## config.mk

```make
export PLATFORM = sky130hd
export DESIGN_NAME = ppm_frame_decoder
export DESIGN_NICKNAME = d
export VERILOG_FILES = /design/src/rtl/ppmfd_pkg.sv /design/src/rtl/ppmfd_slots.sv /design/src/rtl/ppm_frame_decoder.sv
export SDC_FILE = /design/constraint.sdc
export NUM_CORES = 1
export LEC_CHECK = 0
export BUFFER_PORTS_ARGS = -buffer_cell sky130_fd_sc_hd__clkbuf_2
export CORE_MARGIN = 2
export CORE_UTILIZATION = 45
export DETAILED_ROUTE_END_ITERATION = 10
export PLACE_DENSITY = 0.61
export SLEW_MARGIN = 20
export SYNTH_ARGS = -nofsm -noshare
export SYNTH_HDL_FRONTEND = slang
export SYNTH_HIERARCHICAL = 1
export SYNTH_SLANG_ARGS = --single-unit
export TNS_END_PERCENT = 100
```

## constraint.sdc

```tcl
create_clock -name clk -period 6.6 [get_ports clk]
set_clock_uncertainty 0.05 [all_clocks]
set_input_delay 0.33 -clock clk [delete_from_list [all_inputs] [get_ports clk]]
set_output_delay 0.33 -clock clk [all_outputs]
set_load 0.01 [all_outputs]
```

## src/rtl/ppmfd_pkg.sv

```systemverilog
// ---------------------------------------------------------------------------
// ppmfd_pkg
// Shared types, register indexes and reset values for the PPM frame decoder.
// ---------------------------------------------------------------------------
package ppmfd_pkg;

  localparam int TIME_W      = 16;
  localparam int IDX_W       = 4;
  localparam int CNT_W       = 4;
  localparam int CHAN_W      = 3;
  localparam int CFG_IDX_W   = 3;
  localparam int CFG_DATA_W  = 16;
  localparam int IN_TDATA_W  = 24;
  localparam int OUT_TDATA_W = 24;

  localparam int SLOTS_DEFAULT = 8;

  localparam logic [CNT_W-1:0]  RST_CHANNEL_COUNT = 4'd8;
  localparam logic [TIME_W-1:0] RST_MIN_WIDTH     = 16'd900;
  localparam logic [TIME_W-1:0] RST_MAX_WIDTH     = 16'd2100;
  localparam logic [TIME_W-1:0] RST_SYNC_THRESH   = 16'd8000;
  localparam logic [TIME_W-1:0] RST_TIMER_TOP     = 16'd40000;
  localparam logic [TIME_W-1:0] RST_SLOT_WIDTH    = 16'd2400;

  typedef enum logic [CFG_IDX_W-1:0] {
    REG_CHANNEL_COUNT = 3'd0,
    REG_MIN_WIDTH     = 3'd1,
    REG_MAX_WIDTH     = 3'd2,
    REG_SYNC_THRESH   = 3'd3,
    REG_TIMER_TOP     = 3'd4
  } cfg_reg_t;

  typedef enum logic {
    MODE_CAPTURE = 1'b0,
    MODE_READ    = 1'b1
  } mode_t;

  typedef struct packed {
    logic              en;
    logic [TIME_W-1:0] data;
  } slot_wr_t;

endpackage

```

## src/rtl/ppmfd_slots.sv

```systemverilog
// ---------------------------------------------------------------------------
// ppmfd_slots
// Channel width slot file: one write port, one combinational read port.
// ---------------------------------------------------------------------------
module ppmfd_slots #(
  parameter int SLOTS = ppmfd_pkg::SLOTS_DEFAULT
) (
  input  logic                            clk,
  input  logic                            rst_n,
  input  ppmfd_pkg::slot_wr_t             wr,
  input  logic [$clog2(SLOTS)-1:0]        wr_addr,
  input  logic [$clog2(SLOTS)-1:0]        rd_addr,
  output logic [ppmfd_pkg::TIME_W-1:0]    rd_data
);

  logic [ppmfd_pkg::TIME_W-1:0] slot_r [SLOTS];

  always_ff @(posedge clk) begin
    if (!rst_n) begin
      for (int i = 0; i < SLOTS; i++) begin
        slot_r[i] <= ppmfd_pkg::RST_SLOT_WIDTH;
      end
    end else if (wr.en) begin
      slot_r[wr_addr] <= wr.data;
    end
  end

  assign rd_data = slot_r[rd_addr];

endmodule

```

## src/rtl/ppm_frame_decoder.sv

```systemverilog
// An input transaction passes the input register, then the result register.
// Throughput: one transaction per cycle unless out_tready stalls the output;
// the slot file update and flag logic finish in the single compute stage.
// Reset: rst_n synchronous active low; config returns to defaults, slot
// index, last edge time and frame flag clear, every slot reloads 2400.
// ---------------------------------------------------------------------------
// ppm_frame_decoder
// PPM sum-signal decoder: edge intervals into channel slots, clamped reads.
// ---------------------------------------------------------------------------
module ppm_frame_decoder #(
  parameter int SLOTS = ppmfd_pkg::SLOTS_DEFAULT
) (
  input  logic                                 clk,
  input  logic                                 rst_n,
  // tdata: capture_time[15:0], channel[18:16], zero pad
  input  logic [ppmfd_pkg::IN_TDATA_W-1:0]     in_tdata,
  // tuser: mode
  input  logic                                 in_tuser,
  input  logic                                 in_tvalid,
  output logic                                 in_tready,
  // tdata: width_us[15:0], frame_ready[16], zero pad
  output logic [ppmfd_pkg::OUT_TDATA_W-1:0]    out_tdata,
  output logic                                 out_tvalid,
  input  logic                                 out_tready,
  input  logic                                 cfg_valid,
  output logic                                 cfg_ready,
  input  logic [ppmfd_pkg::CFG_IDX_W-1:0]      cfg_index,
  input  logic [ppmfd_pkg::CFG_DATA_W-1:0]     cfg_data
);

  localparam int AW = $clog2(SLOTS);
  localparam logic [ppmfd_pkg::IDX_W:0] SLOTS_V = (ppmfd_pkg::IDX_W + 1)'(SLOTS);

  // configuration
  logic [ppmfd_pkg::CNT_W-1:0]  cnt_r;
  logic [ppmfd_pkg::TIME_W-1:0] min_r, max_r, thr_r, top_r;

  assign cfg_ready = 1'b1;

  always_ff @(posedge clk) begin
    if (!rst_n) begin
      cnt_r <= ppmfd_pkg::RST_CHANNEL_COUNT;
      min_r <= ppmfd_pkg::RST_MIN_WIDTH;
      max_r <= ppmfd_pkg::RST_MAX_WIDTH;
      thr_r <= ppmfd_pkg::RST_SYNC_THRESH;
      top_r <= ppmfd_pkg::RST_TIMER_TOP;
    end else if (cfg_valid && cfg_ready) begin
      case (cfg_index)
        ppmfd_pkg::REG_CHANNEL_COUNT: cnt_r <= cfg_data[ppmfd_pkg::CNT_W-1:0];
        ppmfd_pkg::REG_MIN_WIDTH:     min_r <= cfg_data;
        ppmfd_pkg::REG_MAX_WIDTH:     max_r <= cfg_data;
        ppmfd_pkg::REG_SYNC_THRESH:   thr_r <= cfg_data;
        ppmfd_pkg::REG_TIMER_TOP:     top_r <= cfg_data;
        default: ;
      endcase
    end
  end

  // input stage
  logic                              s1_valid_r;
  logic                              s1_mode_r;
  logic [ppmfd_pkg::TIME_W-1:0]      s1_time_r;
  logic [ppmfd_pkg::CHAN_W-1:0]      s1_chan_r;
  logic                              out_free;
  logic                              s2_fire;
  logic                              in_fire;

  assign out_free  = !out_tvalid || out_tready;
  assign s2_fire   = s1_valid_r && out_free;
  assign in_tready = !s1_valid_r || out_free;
  assign in_fire   = in_tvalid && in_tready;

  always_ff @(posedge clk) begin
    if (!rst_n) begin
      s1_valid_r <= 1'b0;
    end else if (in_fire) begin
      s1_valid_r <= 1'b1;
    end else if (s2_fire) begin
      s1_valid_r <= 1'b0;
    end
  end

  always_ff @(posedge clk) begin
    if (in_fire) begin
      s1_mode_r <= in_tuser;
      s1_time_r <= in_tdata[ppmfd_pkg::TIME_W-1:0];
      s1_chan_r <= in_tdata[ppmfd_pkg::TIME_W +: ppmfd_pkg::CHAN_W];
    end
  end

  // decoder state
  logic [ppmfd_pkg::TIME_W-1:0] last_r, last_nxt;
  logic [ppmfd_pkg::IDX_W-1:0]  idx_r, idx_nxt;
  logic                         flag_r, flag_nxt;

  // compute stage
  logic [ppmfd_pkg::IDX_W:0]    slot_sel;
  logic [ppmfd_pkg::IDX_W:0]    slot_inc;
  logic [ppmfd_pkg::IDX_W:0]    chan_mod;
  logic [ppmfd_pkg::TIME_W-1:0] interval;
  logic [ppmfd_pkg::TIME_W-1:0] rd_data;
  logic [ppmfd_pkg::TIME_W-1:0] half;
  logic [ppmfd_pkg::TIME_W-1:0] width_nxt;
  logic                         is_sync;
  ppmfd_pkg::slot_wr_t          slot_wr;

  always_comb begin
    slot_sel = ({1'b0, idx_r} >= SLOTS_V) ? ({1'b0, idx_r} - SLOTS_V) : {1'b0, idx_r};
    slot_inc = slot_sel + 1'b1;
    chan_mod = {2'b00, s1_chan_r};
    for (int k = 0; k < 4; k++) begin
      if (chan_mod >= SLOTS_V) begin
        chan_mod = chan_mod - SLOTS_V;
      end
    end
  end

  always_comb begin
    interval = s1_time_r - last_r;
    if (s1_time_r < last_r) begin
      interval = interval + top_r;
    end
    is_sync = interval > thr_r;
  end

  ppmfd_slots #(
    .SLOTS(SLOTS)
  ) u_slots (
    .clk     (clk),
    .rst_n   (rst_n),
    .wr      (slot_wr),
    .wr_addr (slot_sel[AW-1:0]),
    .rd_addr (chan_mod[AW-1:0]),
    .rd_data (rd_data)
  );

  assign half = {1'b0, rd_data[ppmfd_pkg::TIME_W-1:1]};

  always_comb begin
    last_nxt     = last_r;
    idx_nxt      = idx_r;
    flag_nxt     = flag_r;
    width_nxt    = '0;
    slot_wr.en   = 1'b0;
    slot_wr.data = interval;
    if (s2_fire) begin
      if (s1_mode_r == ppmfd_pkg::MODE_CAPTURE) begin
        last_nxt = s1_time_r;
        if (is_sync) begin
          idx_nxt = '0;
        end else begin
          slot_wr.en = 1'b1;
          idx_nxt    = slot_inc[ppmfd_pkg::IDX_W-1:0];
          if (idx_nxt >= cnt_r) begin
            flag_nxt = 1'b1;
          end
        end
      end else begin
        flag_nxt = 1'b0;
        if (half < min_r) begin
          width_nxt = min_r;
        end else if (half > max_r) begin
          width_nxt = max_r;
        end else begin
          width_nxt = half;
        end
      end
    end
  end

  always_ff @(posedge clk) begin
    if (!rst_n) begin
      last_r <= '0;
      idx_r  <= '0;
      flag_r <= 1'b0;
    end else begin
      last_r <= last_nxt;
      idx_r  <= idx_nxt;
      flag_r <= flag_nxt;
    end
  end

  // result register
  logic [ppmfd_pkg::TIME_W-1:0] width_r;
  logic                         ready_r;
  logic                         out_valid_r;

  always_ff @(posedge clk) begin
    if (!rst_n) begin
      out_valid_r <= 1'b0;
    end else if (s2_fire) begin
      out_valid_r <= 1'b1;
    end else if (out_tready) begin
      out_valid_r <= 1'b0;
    end
  end

  always_ff @(posedge clk) begin
    if (s2_fire) begin
      width_r <= width_nxt;
      ready_r <= flag_nxt;
    end
  end

  assign out_tvalid = out_valid_r;
  assign out_tdata  = {{(ppmfd_pkg::OUT_TDATA_W - ppmfd_pkg::TIME_W - 1){1'b0}},
                       ready_r, width_r};

  // checks
  a_idx_range: assert property (@(posedge clk) disable iff (!rst_n)
    {1'b0, idx_r} <= SLOTS_V)
    else $error("slot index beyond slot count");

  a_read_clears: assert property (@(posedge clk) disable iff (!rst_n)
    s2_fire && s1_mode_r == ppmfd_pkg::MODE_READ |=> !flag_r && !out_tdata[16])
    else $error("read did not clear frame flag");

  a_capture_zero: assert property (@(posedge clk) disable iff (!rst_n)
    s2_fire && s1_mode_r == ppmfd_pkg::MODE_CAPTURE |=> out_tdata[15:0] == '0)
    else $error("capture returned nonzero width");

  a_sync_restart: assert property (@(posedge clk) disable iff (!rst_n)
    s2_fire && s1_mode_r == ppmfd_pkg::MODE_CAPTURE && is_sync |=> idx_r == '0)
    else $error("sync edge did not restart slot index");

  a_result_order: assert property (@(posedge clk) disable iff (!rst_n)
    s1_valid_r && !out_free |=> s1_valid_r && $stable(s1_time_r))
    else $error("input stage lost a stalled item");

endmodule
```

==> metrics.cfg, run 1 <==
[setup_path]
slowest_stage=fa_1
path_max_fanout=46
startpoint_type=register
crit_path_frequent_cell=ha_1
r2r_end=u_slots/slot_r[5][15]
end_kind=register
required_ns=6.80
critPathMaxStageDelay_ns=0.42
r2r_slack_ns=0.46
r2r_cells=25
cp.arrival_ns=6.34
path_class=reg2reg
r2r-start=s1_time_r[0]

[sta]
timing.final.crit_share_pct=93.00
slew_headroom_pct=31.17
post-route-min-period_ns=6.138
rsz0062_at_grt=yes
finalHoldViolations=0
slew_viol_final=0
whs_ns=0.04819
worstMarginPinSlew_ns=1.028
finalSetupTns_ns=0
finalSetupViolations=0
setup_ws_ns=0.4622
fmax_ghz=0.1629

[floorplan]
die_w_um=176.5
dieArea_mm2=0.03114
rows=63
io_pins=76
die_y_um=176.5
start_util_pct=45.41
core_area_mm2=0.02948

[outcome]
status=finished clean

[final_layout]
n_antenna_cell=0
layout-drive-gt1-share_pct=13.59
fin_cells=1737
layout_commonest_cell=nand2_1
final_util_pct=51.97
fill_cells=2609
areaGrowthSynthToFinish_pct=14.46
design_area_mm2=0.01532
finalNetCount=1460
layout_common_cells=179 x nand2_1, 157 x edfxtp_1, 99 x nor3_1

[global_routing]
grt_max_degree=71
track_usage_pct=21.05
antenna_found_initial=0
grt_pass1_vias=9354
grt_pass1_wl_um=51070
grt_overflow_total=0

[routing]
dr.pass1.iters=5
ant_nets=0
drc_errors=0
drt_wl_total_um=32050
drt_iter0_markers=603
routedWlPerCell_um=18.45
vias=9548
via_per_inst=5.497

[yosys]
syn_avg_cell_area_um2=10.68
syn_area_mm2=0.01339
synth_cells=1253
ys_warn_count=6

[clock_tree]
root_buffer=clkbuf_16
cts.clk_slew.worst_paths_ns=0.06
cts_tree=done
htreeDepth=1
cts_sinks=247
cts_buffer_depth=3
clk_latency_ns=0.56
numCtsBuffers=27

[power]
leakagePower_nw=5.667
pwr_density_cell_mw_per_mm2=259.3
p_total_mw=3.973
peakVddDrop_v=0.0002057

[min_path]
hold-path-endpoint=min_r[5]
whs_path_depth=3
min_path_type=in2reg
min-delay-start=cfg_data[5]

[placed_design]
dp_cells=1665
dpl_cell_area_mm2=0.01413
dpl.hpwl_um=22160
dp_slack_ns=-0.1344
io_buffers=62
place_congestion=0.8869

[run]
cap_violations=0

[worst max-delay path by stage]
| stage | startpoint | end | slack, ns | cells after the start |
|---|---|---|---|---|
| floorplan | s1_time_r[0] | u_slots/slot_r[2][10] | -0.0002 | 27 |
| global placement | s1_time_r[0] | u_slots/slot_r[0][1] | -0.03 | 26 |
| detailed placement | s1_time_r[0] | u_slots/slot_r[0][1] | -0.13 | 28 |
| CTS | s1_time_r[0] | u_slots/slot_r[0][1] | 0.05 | 28 |
| global route | s1_time_r[0] | u_slots/slot_r[3][15] | -0.009 | 28 |
| finish | s1_time_r[0] | u_slots/slot_r[5][15] | 0.46 | 25 |
[report_power, final]
group / internal [mW] / leakage, nW / switching, mW
registers: 1.70 / 2.22 / 0.0243
logic: 0.275 / 3.01 / 0.442
clock network: 0.913 / 0.445 / 0.623
total: 2.88 / 5.67 / 1.09
[per-layer routing]
layer  track usage (%)  vias up  part of all wire (%)
met2             35.90      198                    47
li1                  -     4711                     -
met3             2.692       59                   3.6
met5                 0        -                     0
met1             27.47     4580                    45
met4             7.782        0                   4.1
[flip-flops by register name, summed over array words and instances (netlist names)]
name and cells:
last_r 16, max_r 16, s1_chan_r 3, flag_r 1
s1_mode_r 1, cnt_r 4, thr_r 16, ready_r 1
min_r 16, s1_time_r 16, u_slots/slot_r 120, top_r 16
idx_r 3, width_r 16, out_tvalid 1, s1_valid_r 1
[final cells by class]
cell class	count	area, µm²	area share (%)
Sequential cell	247	6516	42.53
Multi-Input combinational cell	844	6245	40.76
Timing Repair Buffer	120	845.8	5.520
Clock buffer	42	802.0	5.234
Tap cell	390	488.0	3.185
Inverter	86	322.8	2.107
Clock inverter	8	102.6	0.6696
[worst max-delay path: cells and delay by family, from the launching register on]
kind	cells	cell delay, ns
muxes	1	0.36
and+or+nand+nor	6	1.13
adders and majority gates	4	1.22
xor gates and xnor gates	2	0.33
DFF	1	0.38
buffers and inverters	4	0.54
AOI/OAI and AO/OA	8	1.80
[timing repair]
item,in CTS,in global routing
resized for setup,1,14
gates cloned,0,0
setup endpoints to repair,167,239
buffers inserted,0,1
pin swaps,0,3
hold buffers,21,0
endpoints found under the hold margin,21,0
Note: power is estimated with default switching activity, not from simulation.
==> inputs of run 2 (changes only) <==
--- a/config.mk
+++ b/config.mk
@@ -7,9 +7,9 @@
 export LEC_CHECK = 0
 export BUFFER_PORTS_ARGS = -buffer_cell sky130_fd_sc_hd__clkbuf_2
 export CORE_MARGIN = 2
-export CORE_UTILIZATION = 45
+export CORE_UTILIZATION = 40
 export DETAILED_ROUTE_END_ITERATION = 10
-export PLACE_DENSITY = 0.61
+export PLACE_DENSITY = 0.55
 export SLEW_MARGIN = 20
 export SYNTH_ARGS = -nofsm -noshare
 export SYNTH_HDL_FRONTEND = slang
==> metrics.cfg, run 2 (same netlist as run 1, synthesis figures left out) <==
[outcome]
status=finished clean  ; unchanged

[sta]
setup_ws_ns=0.4466  ; was 0.4622 ns
finalSetupViolations=0  ; unchanged
slew_headroom_pct=32.75  ; was 31.17%
whs_ns=0.04515  ; was 0.04819 ns
post-route-min-period_ns=6.153  ; was 6.138 ns
finalHoldViolations=0  ; unchanged
worstMarginPinSlew_ns=1.004  ; was 1.028 ns
fmax_ghz=0.1625  ; was 0.1629 GHz
timing.final.crit_share_pct=93.23  ; was 93.00%
finalSetupTns_ns=0  ; unchanged
rsz0062_at_grt=no  ; was yes
slew_viol_final=0  ; unchanged

[routing]
drt_wl_total_um=33150  ; was 32,050 µm
routedWlPerCell_um=18.43  ; was 18.45 µm
dr_wl_met3_um=1367  ; was 1155 µm
vias=9473  ; was 9,548
dr.pass1.iters=7  ; was 5
m1WireLength_um=15180  ; was 14,350 µm
ant_nets=0  ; unchanged
wl_met2_um=15690  ; was 15,230 µm
drt_iter0_markers=545  ; was 603
drc_errors=0  ; unchanged
via_per_inst=5.266  ; was 5.497
topRoutingLayerUsed=met4  ; unchanged

[floorplan]
core_area_mm2=0.03278  ; was 0.02948 mm²
start_util_pct=40.83  ; was 45.41%
die_w_um=186.9  ; was 176.5 µm
io_pins=76  ; unchanged
rows=66  ; was 63
dieArea_mm2=0.03495  ; was 0.03114 mm²
die_y_um=186.9  ; was 176.5 µm

[setup_path]
path_max_fanout=53  ; was 46
required_ns=6.81  ; was 6.80 ns
slowest_stage=fa_1  ; unchanged
critPathMaxStageDelay_ns=0.42  ; about the same
cp.arrival_ns=6.36  ; was 6.34 ns
cp_top_family=compound AO/OA/AOI/OAI gates  ; unchanged
critPathBufInv=5  ; was 4
path_class=reg2reg  ; unchanged
end_kind=register  ; unchanged
startpoint_type=register  ; unchanged

[clock_tree]
cts_sinks=247  ; unchanged
cts_buffer_depth=3  ; unchanged
numCtsBuffers=28  ; was 27
cts.clk_slew.worst_paths_ns=0.06  ; about the same
htreeDepth=1  ; unchanged
root_buffer=clkbuf_16  ; unchanged
cts_tree=done  ; unchanged
clk_latency_ns=0.56  ; about the same

[final_layout]
n_antenna_cell=0  ; unchanged
layout-drive-gt1-share_pct=14.15  ; was 13.59%
seq_area_mm2=0.006516  ; unchanged
layout_commonest_cell=nand2_1  ; unchanged
areaGrowthSynthToFinish_pct=15.48  ; was 14.46%
layout_common_cells=178 x nand2_1, 157 x edfxtp_1, 98 x nor3_1  ; was 179 x nand2_1, 157 x edfxtp_1, 99 x nor3_1
multi_input_area_mm2=0.006243  ; was 0.006245 mm²
largest_reg_flops=120  ; unchanged
top_register=u_slots/slot_r  ; unchanged
finalNetCount=1469  ; was 1,460
fill_cells=3062  ; was 2,609

[power]
leakagePower_nw=5.711  ; was 5.667 nW
peakVddDrop_v=0.0002061  ; was 0.0002057 V
p_total_mw=3.995  ; was 3.973 mW
pwr_density_cell_mw_per_mm2=258.5  ; was 259.3 mW/mm²

[placed_design]
dpl.hpwl_um=22590  ; was 22,160 µm
place_congestion=0.8074  ; was 0.8869
io_buffers=62  ; unchanged
dp_slack_ns=0.1517  ; was -0.1344 ns

[global_routing]
antenna_found_initial=0  ; unchanged
track_usage_pct=18.97  ; was 21.05%
grt_pass1_wl_um=52250  ; was 51,070 µm
grt_overflow_total=0  ; unchanged
grt_max_degree=54  ; was 71
grt_pass1_vias=9199  ; was 9,354

[min_path]
min_path_type=in2reg  ; unchanged

[run]
cap_violations=0  ; unchanged

==> run 2: worst paths after layout <==
| path | start | slack (ns) | to | cells past startpoint |
|---|---|---|---|---|
| hold reg to reg | last_r[6] | 0.41 | last_r[6] | 2 |
| setup / recovery | s1_time_r[0] | 0.45 | u_slots/slot_r[2][7] | 27 |
| setup reg to reg | s1_time_r[0] | 0.45 | u_slots/slot_r[2][7] | 27 |
| hold / removal | cfg_data[3] | 0.05 | max_r[3] | 3 |
==> run 2: worst min-delay path, delay by kind of cell <==
family          cells  cell delay [ns]
compound gates      1             0.06
buf+inv             1             0.14
simple gates        1             0.07
==> run 2: repair_timing <==
item                       4_1_cts  5_1_grt
buffers inserted                 0        1
hold endpoints to repair        21        0
gates resized for setup          0       11
hold buffers                    21        0
setup endpoints to repair        0      240
==> run 2: layout make-up <==
cell class              instances  share of cell area (%)
clock buffers                  42                   5.180
clock inverters                10                  0.7770
inverters                      86                   2.088
multi-input cells             844                   40.39
flip-flops and latches        247                   42.15
well taps                     442                   3.577
repair buffers                128                   5.836
==> run 2: where the power goes <==
part / total [mW] / internal (mW) / switching [mW]
Sequential: 1.72 / 1.70 / 0.0250
Clock: 1.55 / 0.916 / 0.638
Combinational: 0.721 / 0.283 / 0.439
==> run 2: stage by stage <==
step           util, %  area (µm²)  cells
6_report         47.15       15460   1799
5_1_grt          47.15       15460   1799
4_1_cts          46.93       15380   1797
3_5_place_dp     43.48       14250   1724
3_3_place_gp     43.45       14250   1724
2_1_floorplan        -       13410   1259
==> run 2: routing by layer <==
metal | up-vias | global-route usage [%]
met5 | - | 0
met4 | 0 | 5.281
met3 | 51 | 2.739
met2 | 187 | 32.08
met1 | 4517 | 25.42
li1 | 4718 | -
